[config.mk]
export PLATFORM = sky130hd
export DESIGN_NAME = power_switch_sequencer_with_retry_unit
export DESIGN_NICKNAME = d
export VERILOG_FILES = /design/src/rtl/pss_pkg.sv /design/src/rtl/pss_cfg.sv /design/src/rtl/pss_core.sv /design/src/rtl/power_switch_sequencer_with_retry_unit.sv
export SDC_FILE = /design/constraint.sdc
export NUM_CORES = 1
export LEC_CHECK = 0
export BUFFER_PORTS_ARGS = -buffer_cell sky130_fd_sc_hd__buf_2
export CAP_MARGIN = 20
export CORE_AREA = 2 2 156 235
export CTS_CLUSTER_DIAMETER = 60
export DETAILED_ROUTE_END_ITERATION = 8
export DIE_AREA = 0 0 158 237
export PLACE_DENSITY = 0.43
export REMOVE_ABC_BUFFERS = 1
export SLEW_MARGIN = 25
export SYNTH_ARGS = -nofsm -noshare
export SYNTH_HDL_FRONTEND = slang
export SYNTH_SLANG_ARGS = --single-unit
[constraint.sdc]
create_clock -name aclk -period 9 [get_ports aclk]
set_input_delay 1.8 -clock aclk [delete_from_list [all_inputs] [get_ports aclk]]
set_output_delay 1.8 -clock aclk [all_outputs]
set_load 0.03 [all_outputs]
[src/rtl/pss_pkg.sv]
package pss_pkg;

    localparam int unsigned LevelWidth = 16;
    localparam int unsigned TimerWidth = 16;
    localparam int unsigned RetryWidth = 8;
    localparam int unsigned CfgIndexWidth = 3;
    localparam int unsigned CfgDataWidth = 16;

    localparam logic [TimerWidth-1:0] TimerMax = '1;

    typedef enum logic [1:0] {
        FUNC_CHECK  = 2'd0,
        FUNC_ON     = 2'd1,
        FUNC_OFF    = 2'd2,
        FUNC_MOTION = 2'd3
    } func_t;

    typedef enum logic [2:0] {
        ST_OFF      = 3'd0,
        ST_TURN_OFF = 3'd1,
        ST_TURN_ON  = 3'd2,
        ST_ON       = 3'd3,
        ST_OFF_FAIL = 3'd4,
        ST_ON_FAIL  = 3'd5
    } status_t;

    typedef enum logic [CfgIndexWidth-1:0] {
        REG_OFF_THRESHOLD     = 3'd0,
        REG_ON_REFERENCE      = 3'd1,
        REG_ON_MARGIN         = 3'd2,
        REG_OFF_TIMEOUT_TICKS = 3'd3,
        REG_ON_TIMEOUT_TICKS  = 3'd4,
        REG_MAX_RETRIES       = 3'd5,
        REG_MOTION_HOLD_TICKS = 3'd6
    } cfg_reg_t;

    typedef struct packed {
        logic [LevelWidth-1:0] off_threshold;
        logic [LevelWidth-1:0] on_reference;
        logic [LevelWidth-1:0] on_margin;
        logic [TimerWidth-1:0] off_timeout_ticks;
        logic [TimerWidth-1:0] on_timeout_ticks;
        logic [RetryWidth-1:0] max_retries;
        logic [TimerWidth-1:0] motion_hold_ticks;
    } cfg_t;

    typedef struct packed {
        func_t                 func;
        logic [LevelWidth-1:0] acc_level;
        logic                  guard_blocked;
        logic                  wheel_moving;
        logic                  auto_guard;
        logic                  link_up;
    } item_t;

    typedef struct packed {
        logic    switch_on;
        status_t status;
        logic    notify;
    } result_t;

endpackage

[src/rtl/pss_cfg.sv]
module pss_cfg (
    input  logic                                 aclk,
    input  logic                                 aresetn,
    input  logic                                 wr_en,
    input  logic [pss_pkg::CfgIndexWidth-1:0]    wr_index,
    input  logic [pss_pkg::CfgDataWidth-1:0]     wr_data,
    output pss_pkg::cfg_t                        cfg
);

    pss_pkg::cfg_t cfg_reg;
    pss_pkg::cfg_t cfg_next;

    always_comb begin
        cfg_next = cfg_reg;
        if (wr_en) begin
            unique case (wr_index)
                pss_pkg::REG_OFF_THRESHOLD:     cfg_next.off_threshold = wr_data;
                pss_pkg::REG_ON_REFERENCE:      cfg_next.on_reference = wr_data;
                pss_pkg::REG_ON_MARGIN:         cfg_next.on_margin = wr_data;
                pss_pkg::REG_OFF_TIMEOUT_TICKS: cfg_next.off_timeout_ticks = wr_data;
                pss_pkg::REG_ON_TIMEOUT_TICKS:  cfg_next.on_timeout_ticks = wr_data;
                pss_pkg::REG_MAX_RETRIES:
                    cfg_next.max_retries = wr_data[pss_pkg::RetryWidth-1:0];
                pss_pkg::REG_MOTION_HOLD_TICKS: cfg_next.motion_hold_ticks = wr_data;
                default: ;  // unmapped index
            endcase
        end
    end

    always_ff @(posedge aclk) begin
        if (!aresetn) begin
            cfg_reg <= '0;
        end else begin
            cfg_reg <= cfg_next;
        end
    end

    assign cfg = cfg_reg;

endmodule

[src/rtl/pss_core.sv]
module pss_core (
    input  logic              aclk,
    input  logic              aresetn,
    input  logic              step,
    input  pss_pkg::item_t    item,
    input  pss_pkg::cfg_t     cfg,
    output pss_pkg::result_t  result
);

    pss_pkg::status_t                    status_reg, status_next;
    logic                                switch_reg, switch_next;
    logic [pss_pkg::TimerWidth-1:0]      timer_reg, timer_next;
    logic [pss_pkg::RetryWidth-1:0]      retry_reg, retry_next;
    logic                                pend_reg, pend_next;
    logic                                latch_reg, latch_next;
    logic [pss_pkg::TimerWidth-1:0]      hold_reg, hold_next;

    logic [pss_pkg::LevelWidth-1:0]      on_floor;
    logic                                level_on;
    logic                                level_off;
    logic [pss_pkg::TimerWidth-1:0]      timer_inc;
    logic [pss_pkg::TimerWidth-1:0]      hold_dec;
    logic                                note;

    // on floor is reference minus margin, clamped at zero
    assign on_floor  = (cfg.on_reference > cfg.on_margin) ?
                       (cfg.on_reference - cfg.on_margin) : '0;
    assign level_on  = item.acc_level > on_floor;
    assign level_off = item.acc_level < cfg.off_threshold;
    assign timer_inc = (timer_reg != pss_pkg::TimerMax) ?
                       (timer_reg + 1'b1) : timer_reg;
    assign hold_dec  = (hold_reg != '0) ? (hold_reg - 1'b1) : hold_reg;

    always_comb begin
        status_next = status_reg;
        switch_next = switch_reg;
        timer_next  = timer_reg;
        retry_next  = retry_reg;
        pend_next   = pend_reg;
        latch_next  = latch_reg;
        hold_next   = hold_reg;
        note        = 1'b0;

        case (item.func)
            pss_pkg::FUNC_CHECK: begin
                timer_next = timer_inc;
                if (status_reg == pss_pkg::ST_TURN_OFF) begin
                    if (level_off) begin
                        status_next = pss_pkg::ST_OFF;
                        pend_next   = 1'b1;
                    end else if (timer_inc >= cfg.off_timeout_ticks) begin
                        if (retry_reg < cfg.max_retries) begin
                            retry_next  = retry_reg + 1'b1;
                            switch_next = 1'b0;
                            timer_next  = '0;
                        end else begin
                            status_next = pss_pkg::ST_OFF_FAIL;
                            pend_next   = 1'b1;
                        end
                    end
                end else if (status_reg == pss_pkg::ST_TURN_ON) begin
                    if (level_on) begin
                        status_next = pss_pkg::ST_ON;
                        pend_next   = 1'b1;
                    end else if (timer_inc >= cfg.on_timeout_ticks) begin
                        if (retry_reg < cfg.max_retries) begin
                            retry_next  = retry_reg + 1'b1;
                            switch_next = 1'b1;
                            timer_next  = '0;
                        end else begin
                            status_next = pss_pkg::ST_ON_FAIL;
                            pend_next   = 1'b1;
                        end
                    end
                end
                // pending notice goes out now, dropped if the link is down
                if (pend_next) begin
                    note      = item.link_up;
                    pend_next = 1'b0;
                end
            end
            pss_pkg::FUNC_ON: begin
                if (!item.guard_blocked) begin
                    if (level_on) begin
                        status_next = pss_pkg::ST_ON;
                        pend_next   = 1'b1;
                    end else begin
                        status_next = pss_pkg::ST_TURN_ON;
                        switch_next = 1'b1;
                        timer_next  = '0;
                    end
                    retry_next = '0;
                end
            end
            pss_pkg::FUNC_OFF: begin
                status_next = pss_pkg::ST_TURN_OFF;
                switch_next = 1'b0;
                timer_next  = '0;
                retry_next  = '0;
            end
            pss_pkg::FUNC_MOTION: begin
                hold_next = hold_dec;
                if (status_reg == pss_pkg::ST_OFF && item.auto_guard) begin
                    if (!item.wheel_moving) begin
                        if (latch_reg && hold_dec == '0) begin
                            latch_next  = 1'b0;
                            switch_next = 1'b0;
                            timer_next  = '0;
                        end
                    end else begin
                        if (!latch_reg) begin
                            latch_next  = 1'b1;
                            switch_next = 1'b1;
                            timer_next  = '0;
                        end
                        hold_next = cfg.motion_hold_ticks;
                    end
                end
            end
            default: ;
        endcase
    end

    always_ff @(posedge aclk) begin
        if (!aresetn) begin
            status_reg <= pss_pkg::ST_OFF;
            switch_reg <= 1'b0;
            timer_reg  <= '0;
            retry_reg  <= '0;
            pend_reg   <= 1'b0;
            latch_reg  <= 1'b0;
            hold_reg   <= '0;
        end else if (step) begin
            status_reg <= status_next;
            switch_reg <= switch_next;
            timer_reg  <= timer_next;
            retry_reg  <= retry_next;
            pend_reg   <= pend_next;
            latch_reg  <= latch_next;
            hold_reg   <= hold_next;
        end
    end

    assign result.switch_on = switch_next;
    assign result.status    = status_next;
    assign result.notify    = note;

endmodule

[src/rtl/power_switch_sequencer_with_retry_unit.sv]
// channel  | handshake             | payload
// ---------+-----------------------+---------------------------------------------
// input    | s_valid / s_ready     | s_func, s_acc_level, s_guard_blocked,
//          |                       | s_wheel_moving, s_auto_guard, s_link_up
// result   | m_valid / m_ready     | m_switch_on, m_status, m_notify
// config   | cfg_valid / cfg_ready | cfg_index, cfg_data
//
// one item per cycle sustained while the result side keeps m_ready high; an item
// lands in the input register, then its result is computed and captured in the
// result register once that register is free, which raises m_valid
// aresetn is synchronous, active low, and clears the sequencer state, config
// registers and both valid flags
// a stalled result holds the input register; the input register still refills
// in the same cycle the result register drains
module power_switch_sequencer_with_retry_unit (
    input  logic                                aclk,
    input  logic                                aresetn,

    input  logic                                s_valid,
    output logic                                s_ready,
    input  logic [1:0]                          s_func,
    input  logic [pss_pkg::LevelWidth-1:0]      s_acc_level,
    input  logic                                s_guard_blocked,
    input  logic                                s_wheel_moving,
    input  logic                                s_auto_guard,
    input  logic                                s_link_up,

    output logic                                m_valid,
    input  logic                                m_ready,
    output logic                                m_switch_on,
    output logic [2:0]                          m_status,
    output logic                                m_notify,

    input  logic                                cfg_valid,
    output logic                                cfg_ready,
    input  logic [pss_pkg::CfgIndexWidth-1:0]   cfg_index,
    input  logic [pss_pkg::CfgDataWidth-1:0]    cfg_data
);

    pss_pkg::cfg_t    cfg;
    pss_pkg::item_t   item_reg;
    logic             item_valid_reg;
    pss_pkg::result_t core_result;
    pss_pkg::result_t result_reg;
    logic             result_valid_reg;
    logic             advance;
    logic             s_accept;

    // write config only while idle (not enforced); writes are always taken
    assign cfg_ready = 1'b1;

    pss_cfg u_cfg (
        .aclk     (aclk),
        .aresetn  (aresetn),
        .wr_en    (cfg_valid & cfg_ready),
        .wr_index (cfg_index),
        .wr_data  (cfg_data),
        .cfg      (cfg)
    );

    // input register moves into the result register when that one is free
    assign advance  = item_valid_reg & (~result_valid_reg | m_ready);
    assign s_ready  = ~item_valid_reg | advance;
    assign s_accept = s_valid & s_ready;

    always_ff @(posedge aclk) begin
        if (!aresetn) begin
            item_valid_reg <= 1'b0;
        end else if (s_ready) begin
            item_valid_reg <= s_valid;
        end
    end

    always_ff @(posedge aclk) begin
        if (s_accept) begin
            item_reg.func          <= pss_pkg::func_t'(s_func);
            item_reg.acc_level     <= s_acc_level;
            item_reg.guard_blocked <= s_guard_blocked;
            item_reg.wheel_moving  <= s_wheel_moving;
            item_reg.auto_guard    <= s_auto_guard;
            item_reg.link_up       <= s_link_up;
        end
    end

    // sequencer state commits on the same edge the result is captured
    pss_core u_core (
        .aclk    (aclk),
        .aresetn (aresetn),
        .step    (advance),
        .item    (item_reg),
        .cfg     (cfg),
        .result  (core_result)
    );

    always_ff @(posedge aclk) begin
        if (!aresetn) begin
            result_valid_reg <= 1'b0;
        end else if (advance) begin
            result_valid_reg <= 1'b1;
        end else if (m_ready) begin
            result_valid_reg <= 1'b0;
        end
    end

    always_ff @(posedge aclk) begin
        if (advance) begin
            result_reg <= core_result;
        end
    end

    assign m_valid     = result_valid_reg;
    assign m_switch_on = result_reg.switch_on;
    assign m_status    = result_reg.status;
    assign m_notify    = result_reg.notify;

endmodule

==> reports/metrics.cfg <==
[clocking]
cts-root-buf=clkbuf_16
cts_setup_buffers=0
htree_levels=4
clkLatencyLatePin_ns=0.46
clkTransAtPathRegs_ns=0.07
clk_path_buf_depth=2
clock-sinks=179
cts_resized=0
cts_tree=built
cts_hold_buf=0
cts_buffers=17

[worst_setup_path]
cp_common_cell=a21oi_1
cp_top_family=compound AO/OA/AOI/OAI gates
cp-start-kind=flip-flop
slowest_stage=a21oi_1
path_class=flip-flop to flip-flop
startpoint=u_cfg.cfg[72]
end_kind=flip-flop
r2r-start=u_cfg.cfg[72]
cp_num_buf_inv=2
crit_chain=inv_1 -> ha_1 -> inv_1 -> fa_1 -> a21oi_1 -> o21bai_1 -> a21oi_1 -> o21ai_0 -> a21boi_0 -> nor2_1 -> a211oi_1 -> a21oi_2 -> nand2_1 -> ha_1 -> and4_1 -> a2111oi_1 -> nor4_1 -> a2111oi_4 -> o22ai_2 -> a21oi_1 -> nor2_1 -> a21o_1 -> a22o_1
r2r_cells=23
path_max_fanout=15
reg2reg_setup_slack_ns=3.20
worstPathArrival_ns=6.14
endpoint=u_core.timer_reg[6]
max_stage_delay_ns=0.69
cp.required_ns=9.34
crit_cells=23
reg2reg_to=u_core.timer_reg[6]

[pwr]
p_per_area_nw_per_um2=162
p_leak_nw=4.33
vdd_drop_max_mv=0.131

[sta]
relSlewSlack_pct=38.5
tns_ns=0
finalCritPeriodShare_pct=64.4
worst-slew-pin-transition_ns=0.922
hold_viol_final=0
timing.fmax_ghz=0.172
timing.hold.ws_ns=0.458
setup_viol=0
fin_skew_ns=0.00977
rsz0062_at_grt=no
maxSlewViolCount=0
fin_crit_ns=5.80

[floorplan]
fp.dieW_um=158
die_y_um=237
core_area_um2=35500
rows=85
io_pins=54
design.die.area_um2=37400
initial_core_util_pct=29.6

[synthesis]
synth-edff-count=27
async_flop_share_pct=0
syn_inst=1278
synth.avg_cell_area_um2=8.21
ys_seq_elements=179
synthFlopType=dfxtp_1
yosys_warnings=0
ys_types=89
synth.cell_area_um2=10500
yosysSeqAreaShare_pct=36.7

[grt]
grt-ovfl-total=0
grt_start_max_net_pins=78
grt_usage_pct=17.4
grt_pass1_vias=8786
antenna_found_initial=3
grt_first_pass_wirelength_um=49600

[layout]
mostFrequentLayoutCells=280 x nand2_1, 152 x dfxtp_1, 95 x ha_1
fin_nets=1447
layout-drive-gt1-share_pct=9.10
largest_reg_flops=104
layout_commonest_cell=nand2_1
area_growth_pct=11.8
final_cell_area_um2=11700

[detailed_routing]
via_count=8744
wl_per_cell_um=17.3
final_antenna_net_count=0
drt_iter0_markers=387
routed_wl_um=31100
drc=0
drtPass1Iterations=4
avgViaCountPerCell=4.87

[status]
status=finished clean

[run]
cap_violations=0

[worst_hold_path]
hold_class=flip-flop to flip-flop
min_from=u_cfg.cfg[21]

[placement]
numPortBuffers=52
placed_area_um2=11100
gp_congestion=0.854
dp_hpwl_um=23000

cells by family after synthesis:
| group | count (synthesis) | synth area share [%] |
|---|---|---|
| flip-flops | 179 | 36.7 |
| other | 1 | 0.0357 |
| AO/OA/AOI/OAI | 320 | 20.4 |
| adder cells (fa/ha/maj) | 96 | 11.5 |
| XOR/XNOR | 25 | 2.16 |
| buffers and inverters | 138 | 5.78 |
| multiplexers | 6 | 0.584 |
| AND/OR/NAND/NOR | 513 | 22.8 |
worst min-delay path: cells and delay by family (launching register included):
family | cells | cell delay (ns)
flip-flops | 1 | 0.31
AND/OR/NAND/NOR | 1 | 0.05
AO/OA/AOI/OAI | 1 | 0.05
how the worst min path moves through the flow:
| stage | to | slack [ns] | depth (start not counted) |
|---|---|---|---|
| detailed placement | u_cfg.cfg[21] | 0.45 | 2 |
| finish | u_cfg.cfg[21] | 0.46 | 2 |
| floorplan | u_cfg.cfg[15] | 0.43 | 2 |
| global placement | u_cfg.cfg[21] | 0.44 | 2 |
| CTS | u_cfg.cfg[23] | 0.46 | 2 |
| global route | u_cfg.cfg[71] | 0.48 | 2 |
power breakdown:
part           internal, mW  switching (mW)
logic                 0.101           0.180
clock network         0.436           0.333
registers             0.832          0.0145
total                  1.37           0.527
layer usage:
layer	global-route usage (%)	vias up	wire length (µm)
met5	0	-	14
met4	5.71	4	659
met3	2.69	31	716
met2	32.9	107	16700
met1	19.5	4119	12900
li1	-	4483	-
synthesized netlist by cell type (all sizes together) (7+ instances only):
library cell	number	area share [%]
buf	7	0.62
nand2b	12	0.72
nor2	66	2.4
a22o	10	0.83
a211oi	10	0.72
o21ai	52	2.5
edfxtp	27	7.7
and2	19	1.2
dfxtp	152	29
and4	7	0.58
a21boi	86	6.2
a31oi	8	0.48
xor2	10	0.83
clkbuf	41	1.7
nor4	8	0.60
or3	7	0.43
a21o	17	1.2
xnor2	15	1.3
and3	10	0.61
nand4	10	0.60
o22ai	8	0.54
a21oi	85	4.1
inv	88	3.1
nand2	280	10
nand3	29	1.4
nor2b	10	0.60
nor3b	8	0.68
ha	95	11
nor3	24	1.3
layout make-up:
type                            count  area [µm²]
Tap cell                          478         598
Timing Repair Buffer               57         298
Fill cell                        3816       23800
Antenna cell                        1        2.50
Multi-Input combinational cell    961        6050
Sequential cell                   179        3850
Clock inverter                      6        66.3
Inverter                           89         334
Clock buffer                       26         531
stage by stage:
| step | total power, mW | utilization, % | setup slack [ns] | instances |
|---|---|---|---|---|
| global placement | 1.15 | 31.3 | 2.97 | 1764 |
| finish | 1.90 | 33.0 | 3.20 | 1797 |
| CTS | 1.92 | 33.0 | 2.80 | 1796 |
| global route | 1.99 | 33.0 | 2.55 | 1797 |
| floorplan | 1.04 | - | 3.90 | 1229 |
| detailed placement | 1.15 | 31.3 | 2.92 | 1764 |
Note: power is estimated with default switching activity, not from simulation.
